$ cat src/rtl/core/stt_pkg.sv
// ----------------------------------------------------------------------------
// Software timer table package
// Shared sizes, codes and the command word passed from front to back.
// ----------------------------------------------------------------------------
`timescale 1ns / 1ps
package stt_pkg;

   localparam int SLOTS = 32;
   localparam int IDX_W = (SLOTS > 1) ? $clog2(SLOTS) : 1;
   localparam logic [IDX_W-1:0] LAST_IDX = IDX_W'(SLOTS - 1);

   localparam int QUEUE_DEPTH = 2;
   localparam int QPTR_W = $clog2(QUEUE_DEPTH);
   localparam int QCNT_W = $clog2(QUEUE_DEPTH + 1);

   localparam logic [14:0] MAX_INTERVAL_RESET = 15'd2000;

   typedef enum logic [2:0] {
      KIND_ADD     = 3'd0,
      KIND_REMOVE  = 3'd1,
      KIND_QUERY   = 3'd2,
      KIND_CLEANUP = 3'd3,
      KIND_TICK    = 3'd4,
      KIND_CHECK   = 3'd5
   } kind_type;

   typedef enum logic [2:0] {
      OP_NOP,
      OP_ADD,
      OP_DEL,
      OP_REMOVE,
      OP_QUERY,
      OP_CLEANUP,
      OP_TICK,
      OP_CHECK
   } op_type;

   typedef struct packed {
      op_type      op;
      logic [15:0] handler;
      logic [31:0] ctx;
      logic [14:0] interval;
      logic        periodic;
   } cmd_type;

endpackage

$ cat src/rtl/core/stt_front.sv
// ----------------------------------------------------------------------------
// Timer table front end
// Accepts requests, holds the interval limit and turns a request into a command.
// ----------------------------------------------------------------------------
`timescale 1ns / 1ps
module stt_front (
   input  logic                 clock,
   input  logic                 reset,
   input  logic                 start,
   input  logic [2:0]           req_kind,
   input  logic [15:0]          req_handler_id,
   input  logic [31:0]          req_context_req,
   input  logic signed [15:0]   req_interval,
   input  logic                 req_multi_shot,
   input  logic                 csr_valid,
   input  logic [14:0]          csr_data,
   output logic                 csr_ready,
   input  logic                 q_full,
   output logic                 busy,
   output logic                 push,
   output stt_pkg::cmd_type     push_cmd
);

   logic [14:0] max_interval_ff;
   logic [14:0] max_interval_in;
   logic [14:0] limit;
   logic [14:0] clamped;
   logic        iv_positive;
   logic        h_zero;

   assign csr_ready = 1'b1;
   assign busy      = q_full;
   assign push      = start && !q_full;

   assign max_interval_in = (csr_valid && csr_ready) ? csr_data : max_interval_ff;

   always_ff @(posedge clock) begin
      if (reset) begin
         max_interval_ff <= stt_pkg::MAX_INTERVAL_RESET;
      end else begin
         max_interval_ff <= max_interval_in;
      end
   end

   // A limit of zero behaves as one.
   assign limit       = (max_interval_ff == 15'd0) ? 15'd1 : max_interval_ff;
   assign iv_positive = !req_interval[15] && (req_interval != 16'sd0);
   assign h_zero      = (req_handler_id == 16'd0);

   always_comb begin
      clamped = (req_interval[14:0] > limit) ? limit : req_interval[14:0];
      if (clamped == 15'd1 && !req_multi_shot) begin
         clamped = 15'd2;
      end
   end

   always_comb begin
      push_cmd.handler  = req_handler_id;
      push_cmd.ctx      = req_context_req;
      push_cmd.interval = clamped;
      push_cmd.periodic = req_multi_shot;
      priority if (req_kind == stt_pkg::KIND_ADD) begin
         push_cmd.op = h_zero ? stt_pkg::OP_NOP :
                       (iv_positive ? stt_pkg::OP_ADD : stt_pkg::OP_DEL);
      end else if (req_kind == stt_pkg::KIND_REMOVE) begin
         push_cmd.op = h_zero ? stt_pkg::OP_NOP : stt_pkg::OP_REMOVE;
      end else if (req_kind == stt_pkg::KIND_QUERY) begin
         push_cmd.op = h_zero ? stt_pkg::OP_NOP : stt_pkg::OP_QUERY;
      end else if (req_kind == stt_pkg::KIND_CLEANUP) begin
         push_cmd.op = stt_pkg::OP_CLEANUP;
      end else if (req_kind == stt_pkg::KIND_TICK) begin
         push_cmd.op = stt_pkg::OP_TICK;
      end else if (req_kind == stt_pkg::KIND_CHECK) begin
         push_cmd.op = stt_pkg::OP_CHECK;
      end else begin
         push_cmd.op = stt_pkg::OP_NOP;
      end
   end

endmodule

$ cat src/rtl/core/stt_queue.sv
// ----------------------------------------------------------------------------
// Timer table command queue
// Short first-in first-out buffer between the front end and the slot engine.
// ----------------------------------------------------------------------------
`timescale 1ns / 1ps
module stt_queue (
   input  logic             clock,
   input  logic             reset,
   input  logic             push,
   input  stt_pkg::cmd_type push_cmd,
   output logic             full,
   input  logic             pop,
   output logic             empty,
   output stt_pkg::cmd_type head
);

   stt_pkg::cmd_type                  entry_ff [stt_pkg::QUEUE_DEPTH];
   logic [stt_pkg::QPTR_W-1:0]        wr_ptr_ff;
   logic [stt_pkg::QPTR_W-1:0]        wr_ptr_in;
   logic [stt_pkg::QPTR_W-1:0]        rd_ptr_ff;
   logic [stt_pkg::QPTR_W-1:0]        rd_ptr_in;
   logic [stt_pkg::QCNT_W-1:0]        count_ff;
   logic [stt_pkg::QCNT_W-1:0]        count_in;

   assign full  = (count_ff == stt_pkg::QCNT_W'(stt_pkg::QUEUE_DEPTH));
   assign empty = (count_ff == '0);
   assign head  = entry_ff[rd_ptr_ff];

   always_comb begin
      wr_ptr_in = wr_ptr_ff;
      rd_ptr_in = rd_ptr_ff;
      count_in  = count_ff;
      if (push) begin
         wr_ptr_in = (wr_ptr_ff == stt_pkg::QPTR_W'(stt_pkg::QUEUE_DEPTH - 1)) ?
                     '0 : wr_ptr_ff + 1'b1;
      end
      if (pop) begin
         rd_ptr_in = (rd_ptr_ff == stt_pkg::QPTR_W'(stt_pkg::QUEUE_DEPTH - 1)) ?
                     '0 : rd_ptr_ff + 1'b1;
      end
      if (push && !pop) begin
         count_in = count_ff + 1'b1;
      end else if (pop && !push) begin
         count_in = count_ff - 1'b1;
      end
   end

   always_ff @(posedge clock) begin
      if (reset) begin
         wr_ptr_ff <= '0;
         rd_ptr_ff <= '0;
         count_ff  <= '0;
      end else begin
         wr_ptr_ff <= wr_ptr_in;
         rd_ptr_ff <= rd_ptr_in;
         count_ff  <= count_in;
      end
   end

   always_ff @(posedge clock) begin
      if (push) begin
         entry_ff[wr_ptr_ff] <= push_cmd;
      end
   end

endmodule

$ cat src/rtl/core/stt_back.sv
// ----------------------------------------------------------------------------
// Timer table slot engine
// Holds the slot table and runs each command as a scan over all slots.
// ----------------------------------------------------------------------------
`timescale 1ns / 1ps
module stt_back (
   input  logic             clock,
   input  logic             reset,
   input  logic             q_empty,
   input  stt_pkg::cmd_type q_head,
   output logic             q_pop,
   output logic             rsp_strobe,
   output logic             rsp_ok,
   output logic [14:0]      rsp_ticks_left,
   output logic             rsp_fired,
   output logic [15:0]      rsp_fired_handler,
   output logic [31:0]      rsp_fired_context,
   output logic             rsp_last
);

   typedef enum logic [1:0] {S_IDLE, S_SCAN, S_FINISH} state_type;

   state_type                   state_ff;
   stt_pkg::cmd_type            cmd_ff;
   logic [stt_pkg::IDX_W-1:0]   idx_ff;
   logic                        found_ff;
   logic [stt_pkg::IDX_W-1:0]   found_idx_ff;
   logic                        free_found_ff;
   logic [stt_pkg::IDX_W-1:0]   free_idx_ff;
   logic [14:0]                 left_ff;
   logic                        pend_ff;
   logic [15:0]                 pend_handler_ff;
   logic [31:0]                 pend_ctx_ff;

   logic [15:0]                 handler_ff  [stt_pkg::SLOTS];
   logic [31:0]                 ctx_ff      [stt_pkg::SLOTS];
   logic [14:0]                 period_ff   [stt_pkg::SLOTS];
   logic [14:0]                 rem_ff      [stt_pkg::SLOTS];
   logic                        periodic_ff [stt_pkg::SLOTS];

   logic [15:0]                 h_rd;
   logic [31:0]                 ctx_rd;
   logic [14:0]                 period_rd;
   logic [14:0]                 rem_rd;
   logic                        periodic_rd;
   logic                        is_match;
   logic                        expired;

   logic                        wr_en;
   logic [stt_pkg::IDX_W-1:0]   wr_idx;
   logic [15:0]                 wr_handler;
   logic [31:0]                 wr_ctx;
   logic [14:0]                 wr_period;
   logic [14:0]                 wr_rem;
   logic                        wr_periodic;

   assign h_rd        = handler_ff[idx_ff];
   assign ctx_rd      = ctx_ff[idx_ff];
   assign period_rd   = period_ff[idx_ff];
   assign rem_rd      = rem_ff[idx_ff];
   assign periodic_rd = periodic_ff[idx_ff];
   assign is_match    = (h_rd == cmd_ff.handler) && (ctx_rd == cmd_ff.ctx);
   assign expired     = (h_rd != 16'd0) && (rem_rd == 15'd0);
   assign q_pop       = (state_ff == S_IDLE) && !q_empty;

   // One slot write per cycle: the scanned slot, or the add target at the end.
   always_comb begin
      wr_en       = 1'b0;
      wr_idx      = idx_ff;
      wr_handler  = h_rd;
      wr_ctx      = ctx_rd;
      wr_period   = period_rd;
      wr_rem      = rem_rd;
      wr_periodic = periodic_rd;
      if (state_ff == S_SCAN) begin
         unique case (cmd_ff.op)
            stt_pkg::OP_DEL, stt_pkg::OP_REMOVE: begin
               if (is_match && !found_ff) begin
                  wr_en      = 1'b1;
                  wr_handler = 16'd0;
                  wr_ctx     = 32'd0;
               end
            end
            stt_pkg::OP_CLEANUP: begin
               if (ctx_rd == cmd_ff.ctx) begin
                  wr_en      = 1'b1;
                  wr_handler = 16'd0;
                  wr_ctx     = 32'd0;
               end
            end
            stt_pkg::OP_TICK: begin
               if (h_rd != 16'd0 && rem_rd != 15'd0) begin
                  wr_en  = 1'b1;
                  wr_rem = rem_rd - 15'd1;
               end
            end
            stt_pkg::OP_CHECK: begin
               if (expired) begin
                  wr_en = 1'b1;
                  if (periodic_rd) begin
                     wr_rem = period_rd;
                  end else begin
                     wr_handler = 16'd0;
                     wr_ctx     = 32'd0;
                  end
               end
            end
            default: begin
            end
         endcase
      end else if (state_ff == S_FINISH && cmd_ff.op == stt_pkg::OP_ADD &&
                   (found_ff || free_found_ff)) begin
         wr_en       = 1'b1;
         wr_idx      = found_ff ? found_idx_ff : free_idx_ff;
         wr_handler  = cmd_ff.handler;
         wr_ctx      = cmd_ff.ctx;
         wr_period   = cmd_ff.interval;
         wr_rem      = cmd_ff.interval;
         wr_periodic = cmd_ff.periodic;
      end
   end

   always_ff @(posedge clock) begin
      if (reset) begin
         for (int i = 0; i < stt_pkg::SLOTS; i++) begin
            handler_ff[i]  <= 16'd0;
            ctx_ff[i]      <= 32'd0;
            period_ff[i]   <= 15'd0;
            rem_ff[i]      <= 15'd0;
            periodic_ff[i] <= 1'b0;
         end
      end else if (wr_en) begin
         handler_ff[wr_idx]  <= wr_handler;
         ctx_ff[wr_idx]      <= wr_ctx;
         period_ff[wr_idx]   <= wr_period;
         rem_ff[wr_idx]      <= wr_rem;
         periodic_ff[wr_idx] <= wr_periodic;
      end
   end

   always_ff @(posedge clock) begin
      if (reset) begin
         state_ff   <= S_IDLE;
         rsp_strobe <= 1'b0;
         pend_ff    <= 1'b0;
      end else begin
         rsp_strobe <= 1'b0;
         unique case (state_ff)
            S_IDLE: begin
               if (!q_empty) begin
                  cmd_ff        <= q_head;
                  idx_ff        <= '0;
                  found_ff      <= 1'b0;
                  free_found_ff <= 1'b0;
                  pend_ff       <= 1'b0;
                  left_ff       <= 15'd0;
                  state_ff      <= S_SCAN;
               end
            end
            S_SCAN: begin
               if (is_match && !found_ff) begin
                  found_ff     <= 1'b1;
                  found_idx_ff <= idx_ff;
                  left_ff      <= rem_rd;
               end
               if (h_rd == 16'd0 && !free_found_ff) begin
                  free_found_ff <= 1'b1;
                  free_idx_ff   <= idx_ff;
               end
               // An expiry is held back until the next one is found, so the final one can carry last.
               if (cmd_ff.op == stt_pkg::OP_CHECK && expired) begin
                  if (pend_ff) begin
                     rsp_strobe        <= 1'b1;
                     rsp_ok            <= 1'b0;
                     rsp_ticks_left    <= 15'd0;
                     rsp_fired         <= 1'b1;
                     rsp_fired_handler <= pend_handler_ff;
                     rsp_fired_context <= pend_ctx_ff;
                     rsp_last          <= 1'b0;
                  end
                  pend_ff         <= 1'b1;
                  pend_handler_ff <= h_rd;
                  pend_ctx_ff     <= ctx_rd;
               end
               if (idx_ff == stt_pkg::LAST_IDX) begin
                  state_ff <= S_FINISH;
               end else begin
                  idx_ff <= idx_ff + 1'b1;
               end
            end
            S_FINISH: begin
               rsp_strobe        <= 1'b1;
               rsp_ok            <= (cmd_ff.op == stt_pkg::OP_ADD) &&
                                    (found_ff || free_found_ff);
               rsp_ticks_left    <= ((cmd_ff.op == stt_pkg::OP_REMOVE ||
                                      cmd_ff.op == stt_pkg::OP_QUERY) && found_ff) ?
                                    left_ff : 15'd0;
               rsp_fired         <= (cmd_ff.op == stt_pkg::OP_CHECK) && pend_ff;
               rsp_fired_handler <= ((cmd_ff.op == stt_pkg::OP_CHECK) && pend_ff) ?
                                    pend_handler_ff : 16'd0;
               rsp_fired_context <= ((cmd_ff.op == stt_pkg::OP_CHECK) && pend_ff) ?
                                    pend_ctx_ff : 32'd0;
               rsp_last          <= 1'b1;
               state_ff          <= S_IDLE;
            end
            default: begin
               state_ff <= S_IDLE;
            end
         endcase
      end
   end

endmodule

$ cat src/rtl/core/software_timer_table.sv
// ----------------------------------------------------------------------------
// Software timer table
// Slot table of one-shot and periodic timers keyed by handler and context.
// ----------------------------------------------------------------------------
//
// Channel     Handshake                 Payload
// request     start / busy              req_kind, req_handler_id, req_context_req,
//                                       req_interval, req_multi_shot
// result      rsp_strobe (one cycle)    rsp_ok, rsp_ticks_left, rsp_fired,
//                                       rsp_fired_handler, rsp_fired_context, rsp_last
// register    csr_valid / csr_ready     csr_data (max_interval)
//
// Every request scans all slots, one slot per clock. The slot engine takes a
// request from the queue while idle, scans every slot in turn, then registers
// the final result in its finish state. A check request may strobe results
// during the scan as well, in back-to-back cycles when neighboring slots
// expire together.
// Reset clears every slot at once and sets max_interval to 2000.
// The request queue holds two requests; busy is high while it is full. The
// result side cannot stall, so the scan never waits.
// ----------------------------------------------------------------------------
`timescale 1ns / 1ps
module software_timer_table (
   input  logic               clock,
   input  logic               reset,
   input  logic               start,
   output logic               busy,
   input  logic [2:0]         req_kind,
   input  logic [15:0]        req_handler_id,
   input  logic [31:0]        req_context_req,
   input  logic signed [15:0] req_interval,
   input  logic               req_multi_shot,
   output logic               rsp_strobe,
   output logic               rsp_ok,
   output logic [14:0]        rsp_ticks_left,
   output logic               rsp_fired,
   output logic [15:0]        rsp_fired_handler,
   output logic [31:0]        rsp_fired_context,
   output logic               rsp_last,
   input  logic               csr_valid,
   output logic               csr_ready,
   input  logic [14:0]        csr_data
);

   // Front end to queue.
   logic             push;
   stt_pkg::cmd_type push_cmd;
   logic             q_full;

   // Queue to slot engine.
   logic             q_pop;
   logic             q_empty;
   stt_pkg::cmd_type q_head;

   // The front end decodes the request and applies the interval limit at
   // acceptance; the user must change the limit only while idle (not enforced).
   stt_front u_front (
      .clock           (clock),
      .reset           (reset),
      .start           (start),
      .req_kind        (req_kind),
      .req_handler_id  (req_handler_id),
      .req_context_req (req_context_req),
      .req_interval    (req_interval),
      .req_multi_shot  (req_multi_shot),
      .csr_valid       (csr_valid),
      .csr_data        (csr_data),
      .csr_ready       (csr_ready),
      .q_full          (q_full),
      .busy            (busy),
      .push            (push),
      .push_cmd        (push_cmd)
   );

   stt_queue u_queue (
      .clock    (clock),
      .reset    (reset),
      .push     (push),
      .push_cmd (push_cmd),
      .full     (q_full),
      .pop      (q_pop),
      .empty    (q_empty),
      .head     (q_head)
   );

   // The slot engine owns the table and drives the result registers.
   stt_back u_back (
      .clock             (clock),
      .reset             (reset),
      .q_empty           (q_empty),
      .q_head            (q_head),
      .q_pop             (q_pop),
      .rsp_strobe        (rsp_strobe),
      .rsp_ok            (rsp_ok),
      .rsp_ticks_left    (rsp_ticks_left),
      .rsp_fired         (rsp_fired),
      .rsp_fired_handler (rsp_fired_handler),
      .rsp_fired_context (rsp_fired_context),
      .rsp_last          (rsp_last)
   );

endmodule

$ cat config.mk
export PLATFORM = sky130hd
export DESIGN_NAME = software_timer_table
export DESIGN_NICKNAME = d
export VERILOG_FILES = /design/src/rtl/core/stt_pkg.sv /design/src/rtl/core/stt_front.sv /design/src/rtl/core/stt_queue.sv /design/src/rtl/core/stt_back.sv /design/src/rtl/core/software_timer_table.sv
export SDC_FILE = /design/constraint.sdc
export NUM_CORES = 2
export LEC_CHECK = 0
export ABC_AREA = 1
export BUFFER_PORTS_ARGS = -buffer_cell sky130_fd_sc_hd__buf_2
export CORE_ASPECT_RATIO = 1.25
export CORE_MARGIN = 1.5
export CORE_UTILIZATION = 50
export CTS_BUF_LIST = sky130_fd_sc_hd__clkbuf_8
export CTS_CLUSTER_DIAMETER = 100
export CTS_CLUSTER_SIZE = 28
export DETAILED_ROUTE_END_ITERATION = 7
export PLACE_DENSITY = 0.68
export REMOVE_ABC_BUFFERS = 1
export SLEW_MARGIN = 20
export SYNTH_ARGS = -nofsm -noshare
export SYNTH_HDL_FRONTEND = slang
export SYNTH_HIERARCHICAL = 1
export SYNTH_SLANG_ARGS = --single-unit
$ cat constraint.sdc
create_clock -name clock -period 8.2 [get_ports clock]
set_input_delay 0.41 -clock clock [delete_from_list [all_inputs] [get_ports clock]]
set_output_delay 0.41 -clock clock [all_outputs]
set_load 0.02 [all_outputs]
# Word level (Yosys, flattened, before mapping)
# Memories as Yosys holds them, arrays and structs flattened. A register that Yosys moved wholly into a read port is not among the register bits.
# Cells that the tools add are included.
op_classes:
  add_sub_neg: 6
  order_cmp: 1
  n_eq_ne: 26
  muxes: 116
  n_bitwise: 2
  reduce_logical: 56
ops:
  columns: ["cell", "count"]
  rows:
  - ["32-bit two-way mux", 10]
  - ["15-bit two-way mux", 17]
  - ["16-bit two-way mux", 10]
  - ["32-bit one-hot mux with 3 select lines", 1]
  - ["15-bit one-hot mux with 2 select lines", 3]
  - ["5-bit two-way mux", 15]
  - ["32-bit one-hot mux with 2 select lines", 1]
  - ["16-bit one-hot mux with 3 select lines", 1]
  - ["1-bit two-way mux", 33]
  - ["32-bit == test", 1]
  - ["16-bit logical NOT", 2]
  - ["16-bit one-hot mux with 2 select lines", 1]
  - ["16-bit nonzero test", 2]
  - ["32-bit OR reduction", 1]
  - ["15-bit logical NOT", 2]
  - ["15-bit OR reduction", 2]
  - ["3-bit two-way mux", 8]
  - ["3-bit == test (second input constant)", 6]
  - ["1-bit logical AND", 17]
  - ["16-bit == test", 1]
  - ["4-bit AND reduction", 4]
  - ["16-bit OR reduction", 1]
  - ["15-bit by 1-bit == test with 1-bit output (second input constant)", 1]
  - ["15-bit greater-than comparator", 1]
  - ["other kinds (28)", 66]
totals:
  register_bits: 169
  ram_bits: 2662
  out_inout_bits: 69
  wordCells: 234
  memories: 6
memory_table:
  columns: ["memory", "depth", "width", "rd", "rd_ports_with_merged_regs", "wr", "line_no", "source"]
  rows:
  - ["u_back.ctx_ff", 32, 32, 1, 1, 32, "stt_back.sv:36", "logic [31:0] ctx_ff [stt_pkg::SLOTS];"]
  - ["u_back.handler_ff", 32, 16, 1, 1, 32, "stt_back.sv:35", "logic [15:0] handler_ff [stt_pkg::SLOTS];"]
  - ["u_back.period_ff", 32, 15, 1, 1, 32, "stt_back.sv:37", "logic [14:0] period_ff [stt_pkg::SLOTS];"]
  - ["u_back.rem_ff", 32, 15, 1, 1, 32, "stt_back.sv:38", "logic [14:0] rem_ff [stt_pkg::SLOTS];"]
  - ["u_queue.entry_ff", 2, 67, 1, 1, 1, "stt_queue.sv:17", "stt_pkg::cmd_type entry_ff [stt_pkg::QUEUE_DEPTH];"]
  - ["u_back.periodic_ff", 32, 1, 1, 1, 32, "stt_back.sv:39", "logic periodic_ff [stt_pkg::SLOTS];"]

# Depth between registers and ports, before layout
logic_depth:
  depth_word: 11
  depth_mapped: 31

# Cells and area by module
# Netlist, hierarchy kept.
by_module_without_submodules:
  columns: ["mod", "instances", "cells_each", "area_per_inst_um2", "seq_area_each_um2"]
  rows:
  - ["stt_back", 1, 12529, 124976.1, 82489.1]
  - ["stt_queue", 1, 241, 5173.7, 4124.0]
  - ["stt_front", 1, 304, 1893.1, 300.3]

# Worst setup path before layout
# OpenSTA, ideal clock, no wires.
synth_timing:
  path_kind: "register to register"
  startpoint: "reg (tool-made name)"
  endpoint: "reg u_back.rsp_fired, enable pin"
  arrival_ps: 7668
  setup_slack_ps: -63
  path_stages_with_launch: 22
  path_buffers: 6
  cell_sequence: "dfxtp_1 -> buf_4 -> inv_2 -> buf_4 -> buf_2 -> buf_4 -> buf_4 -> buf_2 -> o21ai_0 -> o22ai_1 -> nand2_1 -> nand3_1 -> nand3_1 -> nand2_1 -> clkinv_1 -> ha_1 -> nand3_2 -> nor2_2 -> nand2_1 -> inv_2 -> nand3_1 -> a221oi_1"
synth_rtl:
  columns: ["item", "line_no", "source"]
  rows:
  - ["end signal: assignment", "stt_back.sv:198", "rsp_fired <= (cmd_ff.op == stt_pkg::OP_CHECK) && pend_ff;"]
  - ["end: declaration", "stt_back.sv:15", "output logic rsp_fired,"]

==> key figures <==
Drt
  • Via count: 100900
  • Routed WL: between 400 and 500 mm
  • Via density: roughly 6.2
  • Post-DR wirelength/cell: 28.02 µm
  • TritonRoute pass-1 iters: 7
  • Antenna-violating nets left: 0
  • DRC: 0
  • Drt initial violations: 16540

Final layout
  • Fin area: 138500 µm²
  • NumNets Final: 12730
  • Synth-to-Final Area Change: 4.909%
  • Share of cells above drive strength 1: about 7.0%
  • Finished Core Util: 52.83%

STA
  • Setup TNS: 0 ns
  • Final-report setup violation count: 0
  • Peak Freq: approximately 130 MHz
  • Fin crit period: around 7.6 ns
  • Worst setup margin: 0.6290 ns
  • Fin crit share: 92.33%
  • Worst hold-check slack: 0.06978 ns
  • Clock Skews: 0.09991 ns
  • Final hold violation count: 0
  • RSZ-0062 raised after global routing: no
  • Final Max Slew Viols: 0
  • Worst-margin pin slew: 1.231 ns
  • Slew margin rel.: 17.05%

Yosys
  • Synth Area per Inst: ~10 µm²
  • Register bit total from synthesis: 2904
  • Yosys top cell by area: edfxtp_1
  • Top cell type's share of synthesized area: 65.38%
  • Synthesized cell area: 132000 µm²
  • Synth Warn #: 6
  • Seq/Total Area, Yosys: 65.82%
  • Count of cell types in the netlist: 52
  • Top area cells in the synthesized netlist: edfxtp_1 (65%), nor2_1 (8.7%), nand2_1 (8.1%)
  • Cells after synthesis: 13070

Die
  • CORE AREA: approximately 260000 µm²
  • Starting Density: 50.35%
  • Row count: 210
  • Die footprint: 267200 µm²
  • Die X: 462.6 µm
  • # IOs: around 160
  • Die height: 577.6 µm

Placed design
  • Routability cong.: 0.9062
  • Pre-CTS setup slack: 1.033 ns
  • Port Buffer Count: about 150
  • Hpwl dp: ~250 mm
  • Dpl cell area: roughly 140000 µm²

Setup path
  • Most frequent CP cell: nand3_1
  • Arrival time at the worst endpoint: roughly 8 ns
  • Slowest-stage cell, CP: buf_4
  • Largest fanout on the critical path: 141
  • Slowest stage delay, CP: 0.65 ns
  • CP Capture Type: flop
  • Critical setup path kind: flop to flop
  • Crit path launch type: flop
  • Critical path, cell by cell: inv_8, buf_12, buf_4, nand2_1, nand3_1, nand3_1, nand3_1, nand3_1, nand3_1, nand2_1, inv_1, nand4_1, nor2_1, nand2_1, nor2_1, nand3_1, nand2_1, nand2_1, nand2_4, buf_4, nand3_4, nand2_4, buf_4
  • Worst EP required: 8.84 ns

Clocking
  • TritonCTS Buffers: between 100 and 150
  • Clk Latency, worst-skew pair: 1.05 ns
  • Clock tree sinks: around 2900
  • CTS H-tree lvls: 3
  • CTS resizes: 0
  • Clock transition at the registers of the reported paths: 0.17 ns
  • Root buf cell: clkbuf_8
  • Bufs on Longest Clock Path: 3
  • CTS tree: yes

Pwr
  • Leak: 52.13 nW
  • Power Density: 342.1 nW/µm²
  • VDD IR-drop max: 0.3051 mV

Global route
  • GRT Util Overall: 33.09%
  • Overflow after GRT: 0
  • First-pass GRT wire length: ~650 mm
  • Vias in the first global route: 97200
  • Initial antenna violation count: 21
  • Largest net degree at the start of global routing: 165

Worst hold path
  • Worst min-delay path category: input pin to flop

Status
  • Status: complete, no violations

Flow run
  • Max Cap Violations: 0
[area by class of cell]
class                           count  area, µm²
Multi-Input combinational cell   8728      38710
Fill cell                       23220     123700
Timing Repair Buffer              592       5489
Inverter                          279       1102
Sequential cell                  2904      86940
Antenna cell                       17      42.54
Clock buffer                      117       1610
Clock inverter                     38      257.7
Tap cell                         3498       4377
[final timing paths]
check	from	end	slack, ns	depth (start not counted)
max	flop	u_back/handler_ff[18][8]	0.63	23
min	req_context_req[8]	u_queue/entry_ff[0][24]	0.07	2
max reg2reg	flop	u_back/handler_ff[18][8]	0.63	23
min reg2reg	u_queue/entry_ff[0][49]	u_back/cmd_ff[49]	0.50	1
[worst max-delay path, delay by kind of cell, from the launching register on]
family | cells | cell delay (ns)
and+or+nand+nor | 17 | 3.71
buffers and inverters | 6 | 2.58
DFF | 1 | 0.57
[through the flow]
| step | power (mW) | instances |
|---|---|---|
| after global routing | 49.05 | 16170 |
| after detailed placement | 41.09 | 15900 |
| after global placement | 40.82 | 15900 |
| after floorplan | 30.01 | 11910 |
| after CTS | 46.60 | 16160 |
| final | 47.39 | 16170 |
[power by group]
part           leakage, nW  switching, mW  internal, mW
logic                 21.5           18.7          5.18
registers             29.5          0.530          17.2
clock network         1.04           4.39          1.35
total                 52.1           23.6          23.7
[cell families (layout without fill, tap and decap cells)]
kind of cell / count (synthesis) / in the layout / synth area share (%)
XOR/XNOR: 9 / 9 / 0.05970
AND/OR/NAND/NOR: 7907 / 7907 / 24.64
adder cells (fa/ha/maj): 22 / 22 / 0.2085
flip-flops: 2904 / 2904 / 65.82
multiplexers: 73 / 73 / 0.7069
other: 1 / 18 / 0.002840
buffers and inverters: 1442 / 1026 / 5.352
AO/OA/AOI/OAI: 716 / 716 / 3.204
[state kept, by name, summed over array words and instances, names as in the netlist, 2 cells and up, named ones only]
register                  cells
u_front/max_interval_ff      15
u_back/state_ff               2
u_back/handler_ff           512
u_back/period_ff            480
u_back/pend_handler_ff       16
u_back/idx_ff                 5
u_back/free_idx_ff            5
u_back/rem_ff               480
u_queue/entry_ff            134
u_back/left_ff               15
u_back/cmd_ff                67
u_back/rsp_ticks_left        15
u_back/found_idx_ff           5
u_back/ctx_ff              1024
u_back/periodic_ff           32
u_back/pend_ctx_ff           32
u_back/rsp_fired_context     32
u_queue/count_ff              2
u_back/rsp_fired_handler     16
[synthesized netlist by cell type, drive strengths merged]
library cell  number
nand2           2848
xor2               6
nor4               7
nand3b             4
clkbuf           218
mux2i              1
o21a               1
a211oi             4
a31oi              2
buf              945
or3                1
clkinv             3
nor3               6
edfxtp          2875
and3               1
or2                2
inv              276
a31o               1
nor2            3067
conb               1
mux2              72
a221oi             2
o211ai             3
and2               1
ha                22
o221ai            11
dfxtp             29
nand3           1951
a21oi            152
xnor2              3
nand4             19
o21ai            368
o22ai            172
[layer usage]
layer  up-vias  track usage (%)  routed length, µm
li1      42940                -                  -
met1     48930            41.83             155100
met2      7578            52.49             206400
met3      1419            7.111              59980
met4        12            19.87              31500
met5         -           0.3171                231
[layout by cell type (no fill, tap or decap), types with 11 or more instances in the layout]
| cell type | count |
|---|---|
| nand3_1 | 1917 |
| nor2_1 | 3057 |
| buf_12 | 90 |
| a21oi_2 | 47 |
| buf_4 | 243 |
| ha_1 | 21 |
| dfxtp_1 | 23 |
| dlygate4sd3_1 | 101 |
| nand2_4 | 35 |
| nand3_4 | 33 |
| nand2_1 | 2803 |
| nand4_1 | 18 |
| o221ai_1 | 11 |
| o21ai_1 | 19 |
| a21oi_1 | 75 |
| o22ai_1 | 172 |
| buf_2 | 154 |
| diode_2 | 17 |
| a21oi_4 | 30 |
| mux2_2 | 42 |
| mux2_4 | 30 |
| o21ai_0 | 348 |
| edfxtp_1 | 2875 |
| inv_1 | 287 |
| clkbuf_8 | 117 |
[repair_timing]
item | CTS | global route
endpoints found under the hold margin | 154 | 0
hold buffers | 101 | 0
buffers inserted | 0 | 0
No activity file was read; power rests on OpenSTA's default activity.
